File: src/hw/rtl/mmc_pkg.sv
// Package for the multi-mode checksum block: word types, mode codes,
// register indexes, reset values and the bitwise CRC byte-update functions.
// No dependencies.
package mmc_pkg;

   // checksum modes
   typedef enum logic [2:0] {
      MODE_SUM8  = 3'd0,
      MODE_SUM16 = 3'd1,
      MODE_CRC16 = 3'd2,
      MODE_CRC32 = 3'd3,
      MODE_XOR8  = 3'd4,
      MODE_XOR16 = 3'd5,
      MODE_ADD8  = 3'd6,
      MODE_ADD16 = 3'd7
   } mode_type;

   // register indexes on the csr port
   localparam logic [2:0] CSR_MODE         = 3'd0;
   localparam logic [2:0] CSR_START_OFFSET = 3'd1;
   localparam logic [2:0] CSR_END_OFFSET   = 3'd2;
   localparam logic [2:0] CSR_CHECK_OFFSET = 3'd3;
   localparam logic [2:0] CSR_CRC16_POLY   = 3'd4;
   localparam logic [2:0] CSR_CRC16_INIT   = 3'd5;
   localparam logic [2:0] CSR_CRC32_POLY   = 3'd6;

   localparam int OFFSET_BITS = 24;
   localparam int CSR_INDEX_BITS = 3;
   localparam int CSR_DATA_BITS = 32;

   localparam logic [15:0] CRC16_POLY_RESET = 16'h1021;
   localparam logic [15:0] CRC16_INIT_RESET = 16'hFFFF;
   localparam logic [31:0] CRC32_POLY_RESET = 32'hEDB88320;
   localparam logic [31:0] CRC32_INIT       = 32'hFFFFFFFF;

   // configuration registers
   typedef struct packed {
      mode_type                 mode;
      logic [OFFSET_BITS-1:0]   start_offset;
      logic [OFFSET_BITS-1:0]   end_offset;
      logic [OFFSET_BITS-1:0]   check_offset;
      logic [15:0]              crc16_poly;
      logic [15:0]              crc16_init;
      logic [31:0]              crc32_poly;
   } cfg_type;

   // input word
   typedef struct packed {
      logic [7:0] data_byte;
      logic       last;
   } req_type;

   // result word
   typedef struct packed {
      logic [31:0] checksum;
      logic [31:0] stored_value;
      logic        match;
   } rsp_type;

   // classified byte handed from front to back
   typedef struct packed {
      logic [7:0] data_byte;
      logic       last;
      logic       first;      // position zero: load mode start value
      logic       active;     // position not saturated
      logic       odd;        // odd position: high byte of a pair
      logic       in_win;     // byte inside the window
      logic       pair_ok;    // pair ending here lies inside the window
      logic       cap_valid;  // byte is one of the four stored bytes
      logic [1:0] cap_idx;    // byte lane of the stored value
   } item_type;

   // MSB-first CRC-16, one byte
   function automatic logic [15:0] crc16_byte(input logic [15:0] crc,
                                              input logic [7:0]  b,
                                              input logic [15:0] poly);
      logic [15:0] c;
      c = crc ^ {b, 8'h00};
      for (int k = 0; k < 8; k++) begin
         if (c[15]) c = {c[14:0], 1'b0} ^ poly;
         else c = {c[14:0], 1'b0};
      end
      return c;
   endfunction

   // reflected CRC-32, one byte
   function automatic logic [31:0] crc32_byte(input logic [31:0] crc,
                                              input logic [7:0]  b,
                                              input logic [31:0] poly);
      logic [31:0] c;
      c = crc ^ {24'h000000, b};
      for (int k = 0; k < 8; k++) begin
         if (c[0]) c = {1'b0, c[31:1]} ^ poly;
         else c = {1'b0, c[31:1]};
      end
      return c;
   endfunction

endpackage

File: src/hw/rtl/mmc_fifo.sv
// Small first-word-fall-through queue of flip-flops.
// Used between front and back and on the result side; no package needed.
module mmc_fifo #(
   parameter int WIDTH = 8,
   parameter int DEPTH = 4
) (
   input  logic             clock,
   input  logic             reset,
   input  logic             push,
   input  logic [WIDTH-1:0] wdata,
   output logic             full,
   input  logic             pop,
   output logic [WIDTH-1:0] rdata,
   output logic             empty
);

   localparam int PTR_BITS = (DEPTH > 1) ? $clog2(DEPTH) : 1;
   localparam int CNT_BITS = $clog2(DEPTH + 1);
   localparam logic [PTR_BITS-1:0] LAST_PTR = PTR_BITS'(DEPTH - 1);
   localparam logic [CNT_BITS-1:0] FULL_CNT = CNT_BITS'(DEPTH);

   logic [WIDTH-1:0]    mem_ff [DEPTH];
   logic [PTR_BITS-1:0] wr_ptr_ff, wr_ptr_in;
   logic [PTR_BITS-1:0] rd_ptr_ff, rd_ptr_in;
   logic [CNT_BITS-1:0] count_ff, count_in;

   assign full  = (count_ff == FULL_CNT);
   assign empty = (count_ff == '0);
   assign rdata = mem_ff[rd_ptr_ff];

   // pointer and fill count
   always_comb begin
      wr_ptr_in = wr_ptr_ff;
      rd_ptr_in = rd_ptr_ff;
      count_in  = count_ff;
      if (push) begin
         wr_ptr_in = (wr_ptr_ff == LAST_PTR) ? '0 : wr_ptr_ff + 1'b1;
      end
      if (pop) begin
         rd_ptr_in = (rd_ptr_ff == LAST_PTR) ? '0 : rd_ptr_ff + 1'b1;
      end
      if (push && !pop) begin
         count_in = count_ff + 1'b1;
      end else if (pop && !push) begin
         count_in = count_ff - 1'b1;
      end
   end

   always_ff @(posedge clock) begin
      if (reset) begin
         wr_ptr_ff <= '0;
         rd_ptr_ff <= '0;
         count_ff  <= '0;
      end else begin
         wr_ptr_ff <= wr_ptr_in;
         rd_ptr_ff <= rd_ptr_in;
         count_ff  <= count_in;
      end
   end

   // storage
   always_ff @(posedge clock) begin
      if (push) begin
         mem_ff[wr_ptr_ff] <= wdata;
      end
   end

`ifndef SYNTHESIS
   a_count_bound: assert property (@(posedge clock) disable iff (reset)
      count_ff <= FULL_CNT) else $error("fifo count above depth");
   a_no_overflow: assert property (@(posedge clock) disable iff (reset)
      push |-> (!full || pop)) else $error("fifo push while full");
   a_no_underflow: assert property (@(posedge clock) disable iff (reset)
      pop |-> !empty) else $error("fifo pop while empty");
   a_count_step: assert property (@(posedge clock) disable iff (reset)
      (push && !pop) |=> (count_ff == $past(count_ff) + 1'b1))
      else $error("fifo count did not advance on push");
`endif

endmodule

File: src/hw/rtl/mmc_front.sv
// Front of the checksum block: byte position counter and classification
// of each accepted byte against the window and check offset. Uses mmc_pkg.
module mmc_front #(
   parameter int POSITION_BITS = 24
) (
   input  logic              clock,
   input  logic              reset,
   input  mmc_pkg::cfg_type  cfg,
   input  logic              req_push,
   input  mmc_pkg::req_type  req_word,
   input  logic              q_full,
   output logic              q_push,
   output mmc_pkg::item_type q_item
);

   localparam int CMP_BITS = 33;
   localparam logic [POSITION_BITS-1:0] POS_MAX = {POSITION_BITS{1'b1}};

   logic [POSITION_BITS-1:0] position_ff, position_in;
   logic [CMP_BITS-1:0] p_ext, pair_ext, start_ext, end_ext, check_ext, cap_diff;
   logic before_end;

   assign q_push = req_push && !q_full;

   // window and capture compares
   always_comb begin
      p_ext     = CMP_BITS'(position_ff);
      pair_ext  = {p_ext[CMP_BITS-1:1], 1'b0};
      start_ext = CMP_BITS'(cfg.start_offset);
      end_ext   = CMP_BITS'(cfg.end_offset);
      check_ext = CMP_BITS'(cfg.check_offset);
      cap_diff  = p_ext - check_ext;
      before_end = (cfg.end_offset == '0) || (p_ext < end_ext);

      q_item.data_byte = req_word.data_byte;
      q_item.last      = req_word.last;
      q_item.first     = (position_ff == '0);
      q_item.active    = (position_ff != POS_MAX);
      q_item.odd       = position_ff[0];
      q_item.in_win    = (p_ext >= start_ext) && before_end;
      q_item.pair_ok   = (pair_ext >= start_ext) && before_end;
      q_item.cap_valid = (p_ext >= check_ext) && (cap_diff < CMP_BITS'(4));
      q_item.cap_idx   = cap_diff[1:0];
   end

   // position counter: saturates, clears after the last byte
   always_comb begin
      position_in = position_ff;
      if (q_push) begin
         if (req_word.last) begin
            position_in = '0;
         end else if (position_ff != POS_MAX) begin
            position_in = position_ff + 1'b1;
         end
      end
   end

   always_ff @(posedge clock) begin
      if (reset) begin
         position_ff <= '0;
      end else begin
         position_ff <= position_in;
      end
   end

endmodule

File: src/hw/rtl/mmc_back.sv
// Back of the checksum block: accumulator, pair buffer and stored-value
// capture; forms the result word on the last byte. Uses mmc_pkg.
module mmc_back (
   input  logic              clock,
   input  logic              reset,
   input  mmc_pkg::cfg_type  cfg,
   input  logic              q_empty,
   input  mmc_pkg::item_type q_item,
   output logic              q_pop,
   input  logic              out_full,
   output logic              out_push,
   output mmc_pkg::rsp_type  out_word
);

   logic [31:0] acc_ff, acc_in;
   logic [7:0]  pend_ff, pend_in;
   logic [31:0] cap_ff, cap_in;
   logic [2:0]  seen_ff, seen_in;
   logic [31:0] start_value;
   logic [15:0] pair_word;
   logic        fire;

   assign fire     = !q_empty && !out_full;
   assign q_pop    = fire;
   assign out_push = fire && q_item.last;

   // mode start value
   always_comb begin
      case (cfg.mode)
         mmc_pkg::MODE_CRC16: start_value = {16'h0000, cfg.crc16_init};
         mmc_pkg::MODE_CRC32: start_value = mmc_pkg::CRC32_INIT;
         default:             start_value = '0;
      endcase
   end

   // fold one byte
   always_comb begin
      acc_in    = q_item.first ? start_value : acc_ff;
      pend_in   = pend_ff;
      cap_in    = cap_ff;
      seen_in   = seen_ff;
      pair_word = {q_item.data_byte, pend_ff};
      if (q_item.active) begin
         if (!q_item.odd) begin
            pend_in = q_item.data_byte;
         end else if (q_item.pair_ok && (cfg.mode inside
                      {mmc_pkg::MODE_SUM16, mmc_pkg::MODE_XOR16, mmc_pkg::MODE_ADD16})) begin
            if (cfg.mode == mmc_pkg::MODE_XOR16) begin
               acc_in = {16'h0000, acc_in[15:0] ^ pair_word};
            end else begin
               acc_in = {16'h0000, acc_in[15:0] + pair_word};
            end
         end
         if (q_item.in_win) begin
            case (cfg.mode)
               mmc_pkg::MODE_SUM8, mmc_pkg::MODE_ADD8: begin
                  acc_in = {24'h000000, acc_in[7:0] + q_item.data_byte};
               end
               mmc_pkg::MODE_CRC16: begin
                  acc_in = {16'h0000, mmc_pkg::crc16_byte(acc_in[15:0],
                            q_item.data_byte, cfg.crc16_poly)};
               end
               mmc_pkg::MODE_CRC32: begin
                  acc_in = mmc_pkg::crc32_byte(acc_in, q_item.data_byte,
                                               cfg.crc32_poly);
               end
               mmc_pkg::MODE_XOR8: begin
                  acc_in = {24'h000000, acc_in[7:0] ^ q_item.data_byte};
               end
               default: begin
               end
            endcase
         end
         if (q_item.cap_valid) begin
            cap_in  = cap_ff | (32'(q_item.data_byte) << {q_item.cap_idx, 3'b000});
            seen_in = seen_ff + 1'b1;
         end
      end
   end

   // result word
   always_comb begin
      case (cfg.mode)
         mmc_pkg::MODE_SUM8, mmc_pkg::MODE_XOR8, mmc_pkg::MODE_ADD8: begin
            out_word.checksum = {24'h000000, acc_in[7:0]};
         end
         mmc_pkg::MODE_CRC32: out_word.checksum = ~acc_in;
         default:             out_word.checksum = {16'h0000, acc_in[15:0]};
      endcase
      if (cfg.mode == mmc_pkg::MODE_CRC32) begin
         out_word.stored_value = (seen_in >= 3'd4) ? cap_in : '0;
      end else if (seen_in >= 3'd2) begin
         out_word.stored_value = {16'h0000, cap_in[15:0]};
      end else if (seen_in >= 3'd1) begin
         out_word.stored_value = {24'h000000, cap_in[7:0]};
      end else begin
         out_word.stored_value = '0;
      end
      out_word.match = (seen_in != 3'd0) &&
                       (out_word.checksum == out_word.stored_value);
   end

   // stream state, cleared after the last byte
   always_ff @(posedge clock) begin
      if (reset) begin
         acc_ff  <= '0;
         pend_ff <= '0;
         cap_ff  <= '0;
         seen_ff <= '0;
      end else if (fire) begin
         if (q_item.last) begin
            acc_ff  <= '0;
            pend_ff <= '0;
            cap_ff  <= '0;
            seen_ff <= '0;
         end else begin
            acc_ff  <= acc_in;
            pend_ff <= pend_in;
            cap_ff  <= cap_in;
            seen_ff <= seen_in;
         end
      end
   end

`ifndef SYNTHESIS
   a_seen_bound: assert property (@(posedge clock) disable iff (reset)
      seen_ff <= 3'd4) else $error("more than four stored bytes captured");
   a_clear_after_last: assert property (@(posedge clock) disable iff (reset)
      (fire && q_item.last) |=> (seen_ff == 3'd0 && cap_ff == '0))
      else $error("capture not cleared after last byte");
`endif

endmodule

File: src/hw/rtl/multi_mode_checksum.sv
// Top level of the multi-mode checksum block: configuration registers,
// front classifier, byte queue, back accumulator and result queue.
// Uses mmc_pkg, mmc_front, mmc_back and mmc_fifo.
//
// Usage:
//  - Input words (data_byte, last) are pushed with req_push while req_full
//    is low; one byte is accepted per cycle. A byte with last set closes
//    the image and produces one result word; other bytes produce none.
//  - Results (checksum, stored_value, match) wait in a two-entry queue;
//    rsp_word is valid while rsp_empty is low and is taken with rsp_pop.
//  - Registers are written through csr_wr_en / csr_index / csr_wdata; the
//    user must write them only while no image is in flight, and the block
//    does not enforce this. Index 7 is ignored.
//  - A last byte passes through the byte queue; the back unit forms the
//    result word combinationally as the byte leaves the queue.
//  - Throughput: one byte per cycle while the result queue has room; the back
//    unit folds each byte combinationally (eight-step bitwise CRC included).
//  - When the receiver stalls, the result queue fills, the back unit stops,
//    the byte queue (QUEUE_DEPTH entries) fills and req_full rises.
//  - Synchronous reset clears the position counter, accumulator and both
//    queues and returns all registers to their reset values.
module multi_mode_checksum #(
   parameter int POSITION_BITS = 24,
   parameter int QUEUE_DEPTH   = 4
) (
   input  logic                                clock,
   input  logic                                reset,
   input  logic                                req_push,
   input  mmc_pkg::req_type                    req_word,
   output logic                                req_full,
   output logic                                rsp_empty,
   input  logic                                rsp_pop,
   output mmc_pkg::rsp_type                    rsp_word,
   input  logic                                csr_wr_en,
   input  logic [mmc_pkg::CSR_INDEX_BITS-1:0]  csr_index,
   input  logic [mmc_pkg::CSR_DATA_BITS-1:0]   csr_wdata
);

   localparam int RSP_DEPTH = 2;

   mmc_pkg::cfg_type  cfg_ff;
   mmc_pkg::item_type front_item, back_item;
   mmc_pkg::rsp_type  back_word;
   logic front_push, q_full, q_empty, q_pop;
   logic out_push, out_full;

   // configuration registers
   always_ff @(posedge clock) begin
      if (reset) begin
         cfg_ff.mode         <= mmc_pkg::MODE_SUM8;
         cfg_ff.start_offset <= '0;
         cfg_ff.end_offset   <= '0;
         cfg_ff.check_offset <= '0;
         cfg_ff.crc16_poly   <= mmc_pkg::CRC16_POLY_RESET;
         cfg_ff.crc16_init   <= mmc_pkg::CRC16_INIT_RESET;
         cfg_ff.crc32_poly   <= mmc_pkg::CRC32_POLY_RESET;
      end else if (csr_wr_en) begin
         case (csr_index)
            mmc_pkg::CSR_MODE:
               cfg_ff.mode <= mmc_pkg::mode_type'(csr_wdata[2:0]);
            mmc_pkg::CSR_START_OFFSET:
               cfg_ff.start_offset <= csr_wdata[mmc_pkg::OFFSET_BITS-1:0];
            mmc_pkg::CSR_END_OFFSET:
               cfg_ff.end_offset <= csr_wdata[mmc_pkg::OFFSET_BITS-1:0];
            mmc_pkg::CSR_CHECK_OFFSET:
               cfg_ff.check_offset <= csr_wdata[mmc_pkg::OFFSET_BITS-1:0];
            mmc_pkg::CSR_CRC16_POLY:
               cfg_ff.crc16_poly <= csr_wdata[15:0];
            mmc_pkg::CSR_CRC16_INIT:
               cfg_ff.crc16_init <= csr_wdata[15:0];
            mmc_pkg::CSR_CRC32_POLY:
               cfg_ff.crc32_poly <= csr_wdata[31:0];
            default: begin
            end
         endcase
      end
   end

   assign req_full = q_full;

   // front: position and classification
   mmc_front #(
      .POSITION_BITS(POSITION_BITS)
   ) u_front (
      .clock    (clock),
      .reset    (reset),
      .cfg      (cfg_ff),
      .req_push (req_push),
      .req_word (req_word),
      .q_full   (q_full),
      .q_push   (front_push),
      .q_item   (front_item)
   );

   // byte queue between front and back
   mmc_fifo #(
      .WIDTH($bits(mmc_pkg::item_type)),
      .DEPTH(QUEUE_DEPTH)
   ) u_item_q (
      .clock (clock),
      .reset (reset),
      .push  (front_push),
      .wdata (front_item),
      .full  (q_full),
      .pop   (q_pop),
      .rdata (back_item),
      .empty (q_empty)
   );

   // back: accumulator and result
   mmc_back u_back (
      .clock    (clock),
      .reset    (reset),
      .cfg      (cfg_ff),
      .q_empty  (q_empty),
      .q_item   (back_item),
      .q_pop    (q_pop),
      .out_full (out_full),
      .out_push (out_push),
      .out_word (back_word)
   );

   // result queue
   mmc_fifo #(
      .WIDTH($bits(mmc_pkg::rsp_type)),
      .DEPTH(RSP_DEPTH)
   ) u_rsp_q (
      .clock (clock),
      .reset (reset),
      .push  (out_push),
      .wdata (back_word),
      .full  (out_full),
      .pop   (rsp_pop && !rsp_empty),
      .rdata (rsp_word),
      .empty (rsp_empty)
   );

endmodule
File: config.mk
export PLATFORM = sky130hd
export DESIGN_NAME = multi_mode_checksum
export DESIGN_NICKNAME = d
export VERILOG_FILES = /design/src/hw/rtl/mmc_pkg.sv /design/src/hw/rtl/mmc_fifo.sv /design/src/hw/rtl/mmc_front.sv /design/src/hw/rtl/mmc_back.sv /design/src/hw/rtl/multi_mode_checksum.sv
export SDC_FILE = /design/constraint.sdc
export NUM_CORES = 1
export LEC_CHECK = 0
export BUFFER_PORTS_ARGS = -buffer_cell sky130_fd_sc_hd__buf_2
export CORE_MARGIN = 3
export CORE_UTILIZATION = 40
export CTS_CLUSTER_SIZE = 14
export DETAILED_ROUTE_END_ITERATION = 7
export PLACE_DENSITY_LB_ADDON = 0.25
export SLEW_MARGIN = 10
export SYNTH_ARGS = -nofsm -noshare
export SYNTH_HDL_FRONTEND = slang
export SYNTH_SLANG_ARGS = --single-unit
File: constraint.sdc
create_clock -name clock -period 13.5 [get_ports clock]
set_clock_uncertainty 0.15 [all_clocks]
set_input_delay 0.675 -clock clock [delete_from_list [all_inputs] [get_ports clock]]
set_output_delay 0.675 -clock clock [all_outputs]
set_load 0.05 [all_outputs]
# Yosys cells after proc, flatten, opt, wreduce, memory -nomap -nowiden
# Memories as Yosys holds them, arrays and structs flattened. A register that Yosys moved wholly into a read port is not among the register bits.
# Cells that the tools add are included.
# word_totals
register_bits	249
mem_bits_rw	198
in_bits	49
memories	2
# memory_table
memory	words	word_bits	read_ports	rd_clocked_by_memory_dff	wr	line	text
u_rsp_q.mem_ff	2	65	1	1	1	mmc_fifo.sv:22	logic [WIDTH-1:0] mem_ff [DEPTH];
u_item_q.mem_ff	4	17	1	1	1	mmc_fifo.sv:22	
# op_classes
n_addsub	13
n_lt_le_gt_ge	8
eq_ne	20
shift	1
mux	100
bitwise_logic	22
reduce_logical	45
# ops
op	n
$mux W32	42
$mux W16	30
$xor A31 B32 Y32	8
$xor A16 B16 Y16	10
$pmux W32 S2	2
$pmux W32 S4	1
$ge A24 B24 Y1	3
$logic_not A24 Y1	2
$mux W24	2
$lt A33 B3 Y1 const B	1
$eq A32 B32 Y1	1
$mux W8	4
$not A32 Y32	1
$or A32 B32 Y32	1
$shl A8 B5 Y32	1
$xor A32 B8 Y32	1
$sub A24 B24 Y25	1
$add A24 B1 Y24 const B	1
$eq A3 B3 Y1 const B	8
$lt A24 B24 Y1	1
$ne A24 B24 Y1 const B	1
$add A16 B16 Y16	1
$reduce_and A2 Y1	8
$mux W3	5
other kinds (26)	73

# Depth between registers and ports, before layout
# depth
ltp_word	53
depth_mapped	41

# Hierarchy
# From an unflattened synthesis, not the netlist that was laid out.
# unflattened
hier_cells	3592
hier_area_um2	31694.1
# by_module_without_submodules
module	n_inst	cells_per_inst	area_each_um2
mmc_back	1	2180	14432.6
multi_mode_checksum	1	519	5540.3
mmc_fifo (u_rsp_q)	1	224	4912.2
mmc_front	1	536	3876.2
mmc_fifo (u_item_q)	1	133	2932.8

# Least setup slack after synthesis
# OpenSTA, ideal clock, no wires.
# synth_timing
kind	reg2reg
from	reg (tool-made name)
to	mem u_rsp_q.mem_ff[0][0] in the netlist's numbering (data pin)
setup_time_ps	182
arrival_time_ps	8581
setup_slack_ps	4588
stages_incl_launch_ff	40
path_buffers	8
path_cell_list	dfxtp_1 -> buf_6 -> mux2i_1 -> mux2_2 -> buf_2 -> clkbuf_1 -> buf_1 -> clkbuf_1 -> nor2_1 -> a21oi_1 -> inv_1 -> ha_1 -> nor2_1 -> a211oi_1 -> a21oi_1 -> inv_1 -> ha_1 -> mux2_2 -> [... 4 more ...] -> o31a_1 -> a211oi_1 -> buf_2 -> mux2i_1 -> or3b_1 -> buf_2 -> clkbuf_1 -> o2111a_1 -> o31ai_1 -> nor3_1 -> nor4_1 -> o2111ai_1 -> a2111oi_0 -> nand4_1 -> nor4_1 -> nor4bb_1 -> nand4b_1 -> nor4_2
# synth_lines
item	line
to (decl)	mmc_fifo.sv:22

==> results.tsv <==
stage	metric	value	unit
clock_tree	cts_buffer_depth	3	
synth	synth_edf_count	198	
sta	post-route-worst-setup-slack	2600	ps
detailed_routing	drc	0	
synth	synth_top_area_cell	edfxtp_1	
global_route	antenna_found_initial	3	
synth	synth.avg_cell_area	8.36	um2
detailed_routing	drtIter0Drc	2985	
synth	synthesis.area	31700	um2
floorplanning	die_h	287	um
synth	synthFlopType	dfxtp_1	
global_route	overflow	0	
final_layout	syn2layout_area_growth	9.58	%
clock_tree	h-tree-depth	2	
detailed_routing	drt-wirelength-per-cell	21.4	um
final_layout	layout_commonest_cell	nand2_1	
floorplanning	start_util	40.6	%
synth	yosys_warnings	0	
synth	synth_top_area_share	18.8	%
sta	timing.fmax	91.7	MHz
sta	slew_headroom	21.2	%
worst_setup_path	r2r_cells	30	
synth	ys_async_sr_fraction	0	%
floorplanning	coreArea	78000	um2
clock_tree	cts_tree	yes	
floorplanning	dieWidth	287	um
power_and_ir_drop	leakagePower	0.0127	uW
clock_tree	cts_root_buffer	clkbuf_16	
detailed_routing	routed_wl	104	mm
global_route	track_usage	24.5	%
synth	postSynthCellCount	3785	
clock_tree	clk_latency	600	ps
sta	setup_viol_count_final	0	
worst_setup_path	critPathRequiredTime	13750	ps
placement	globalplace.congestion	0.995	
sta	finalHoldViolCount	0	
clock_tree	cts_sinks	450	
global_route	grt_pass1_vias	25500	
final_layout	final_core_util	44.5	%
min_path	hold_depth	3	
detailed_routing	vias	27700	
final_layout	seqCellArea	11000	um2
synth	ys_seq_area_share	34.7	%
flow_run	drv_cap	0	
min_path	hp-class	input port to flip-flop	
clock_tree	postCtsSetupRepairBufs	0	
synth	synth-seq-cells	450	
sta	period_share	80.7	%
placement	dp_hpwl	75.6	mm
detailed_routing	ant_nets	0	
sta	drv_slew	0	
synth	synth_area_leaders	edfxtp_1 19%, dfxtp_1 16%, xnor2_1 7.6%, nand2_1 7.5%, a21oi_1 5.1%	
worst_setup_path	arrival	11150	ps
outcome	status	complete, no violations	
final_layout	multi_input_area	19100	um2
placement	port_buffers	115	
worst_setup_path	path_class	flip-flop to flip-flop	
worst_setup_path	worst_path_max_delay_cell	or3b_1	
sta	finalSetupTns	0	ps
clock_tree	post_cts_resized	0	
final_layout	design_area	34700	um2
detailed_routing	drt_pass1_iterations	6	
synth	yosys.cell_types.count	107	
worst_setup_path	startpoint_type	flip-flop	
placement	post-place-ws	2820	ps
floorplanning	dieArea	82500	um2
floorplanning	io_pins	116	
sta	tightestPinTransition	1150	ps
worst_setup_path	path_buf_inv	3	
worst_setup_path	endpoint_kind	flip-flop	
worst_setup_path	crit_family	simple AND/OR/NAND/NOR gates	
placement	postPlaceCellArea	33100	um2
worst_setup_path	cp.depth	30	
power_and_ir_drop	ir_drop	0.000137	V
clock_tree	postCtsHoldBufs	0	
clock_tree	clkTransAtPathRegs	60	ps
final_layout	final_nets	3910	
final_layout	n_fill_cell	7726	
worst_setup_path	critPathMaxStageDelay	820	ps
sta	fin_crit	10900	ps
detailed_routing	vias_per_cell	5.74	
clock_tree	cts_buffers	49	
global_route	grt_max_degree	81	
final_layout	layout.cells.non_filler	4832	
global_route	grt_first_pass_wirelength	158	mm
floorplanning	rows	102	
sta	rsz0062_at_grt	false	
final_layout	final_cell_mix	633 x nand2_1, 321 x a21oi_1, 307 x nor2_1	
worst_setup_path	crit_path_max_fanout	29	
synth	syn_nets	3942	
power_and_ir_drop	power_density	230	nW/um2
placement	dpl.cell_count	4742	
final_layout	final_layout_size_suffix_gt1_share	11.5	%
path summary, 6_finish.rpt:
| path | startpoint | end | slack [ps] |
|---|---|---|---|
| worst min-delay path | csr_wdata[27] | cfg_ff[27] | 150 |
| worst max-delay path | flip-flop | u_rsp_q.mem_ff[1][0] | 2600 |
| worst max register to register | flip-flop | u_rsp_q.mem_ff[1][0] | 2600 |
| worst min register to register | cfg_ff[131] | cfg_ff[131] | 300 |
worst register-to-register path, delay by kind of cell (launching register included):
family,cells,cell delay (ps)
AOI/OAI and AO/OA,10,2800
xor gates and xnor gates,2,650
adders and majority gates,3,1400
buffers and inverters,3,550
DFF,1,310
muxes,2,1070
and+or+nand+nor,10,3780
synthesized netlist by cell type, types with 48 or more instances:
master / count
xor2_1: 60
ha_1: 104
mux2_2: 78
xnor2_1: 275
inv_1: 149
nor2_1: 313
dfxtp_1: 252
clkbuf_1: 218
nor2b_1: 48
a21oi_1: 321
nand3_1: 74
edfxtp_1: 198
o21ai_0: 168
nand2_1: 633
area by class of cell:
cell class,instances,share of cell area [%]
inverter,150,1.62
sequential,450,31.7
clock buffer,69,3.96
multi-input combinational,2919,55.1
timing repair buffer,183,3.15
clock inverter,19,0.649
tap,1040,3.75
antenna,2,0.0144
metal layers:
| layer | vias to the layer above | GRT usage, % | share of wire (%) |
|---|---|---|---|
| li1 | 13300 | - | - |
| met1 | 13100 | 34.1 | 44 |
| met2 | 1097 | 39.0 | 45 |
| met3 | 176 | 4.04 | 8.1 |
| met4 | 2 | 7.10 | 3.0 |
| met5 | - | 0 | 0.011 |
registers in the layout, summed over array words and instances (netlist names), 8 cells and up, named ones only:
register / cells
cfg_ff: 139
u_rsp_q.mem_ff: 130
u_item_q.mem_ff: 68
u_back.acc_ff: 32
u_back.cap_ff: 32
u_front.position_ff: 24
u_back.pend_ff: 8
per-stage QoR:
step | hold WS [ps] | power, uW
final | 148 | 7990
after global routing | 135 | 8430
after CTS | 120 | 7990
after detailed placement | 296 | 6620
after global placement | 292 | 6590
after floorplan | 282 | 5470
report_power, final:
| group | leakage (uW) | internal (uW) | switching (uW) |
|---|---|---|---|
| Sequential | 0.00387 | 1640 | 107 |
| Clock | 0.000776 | 787 | 561 |
| Combinational | 0.00810 | 1870 | 3030 |
kinds of logic after synthesis:
family                     count (synthesis)  share of synthesized area, %
xor gates and xnor gates                 369                          11.6
adders and majority gates                108                          4.36
muxes                                    136                          5.32
buffers and inverters                    416                          5.12
AOI/OAI and AO/OA                        901                          18.6
DFF                                      450                          34.7
and+or+nand+nor                         1405                          20.3
Note: power is estimated with default switching activity, not from simulation.
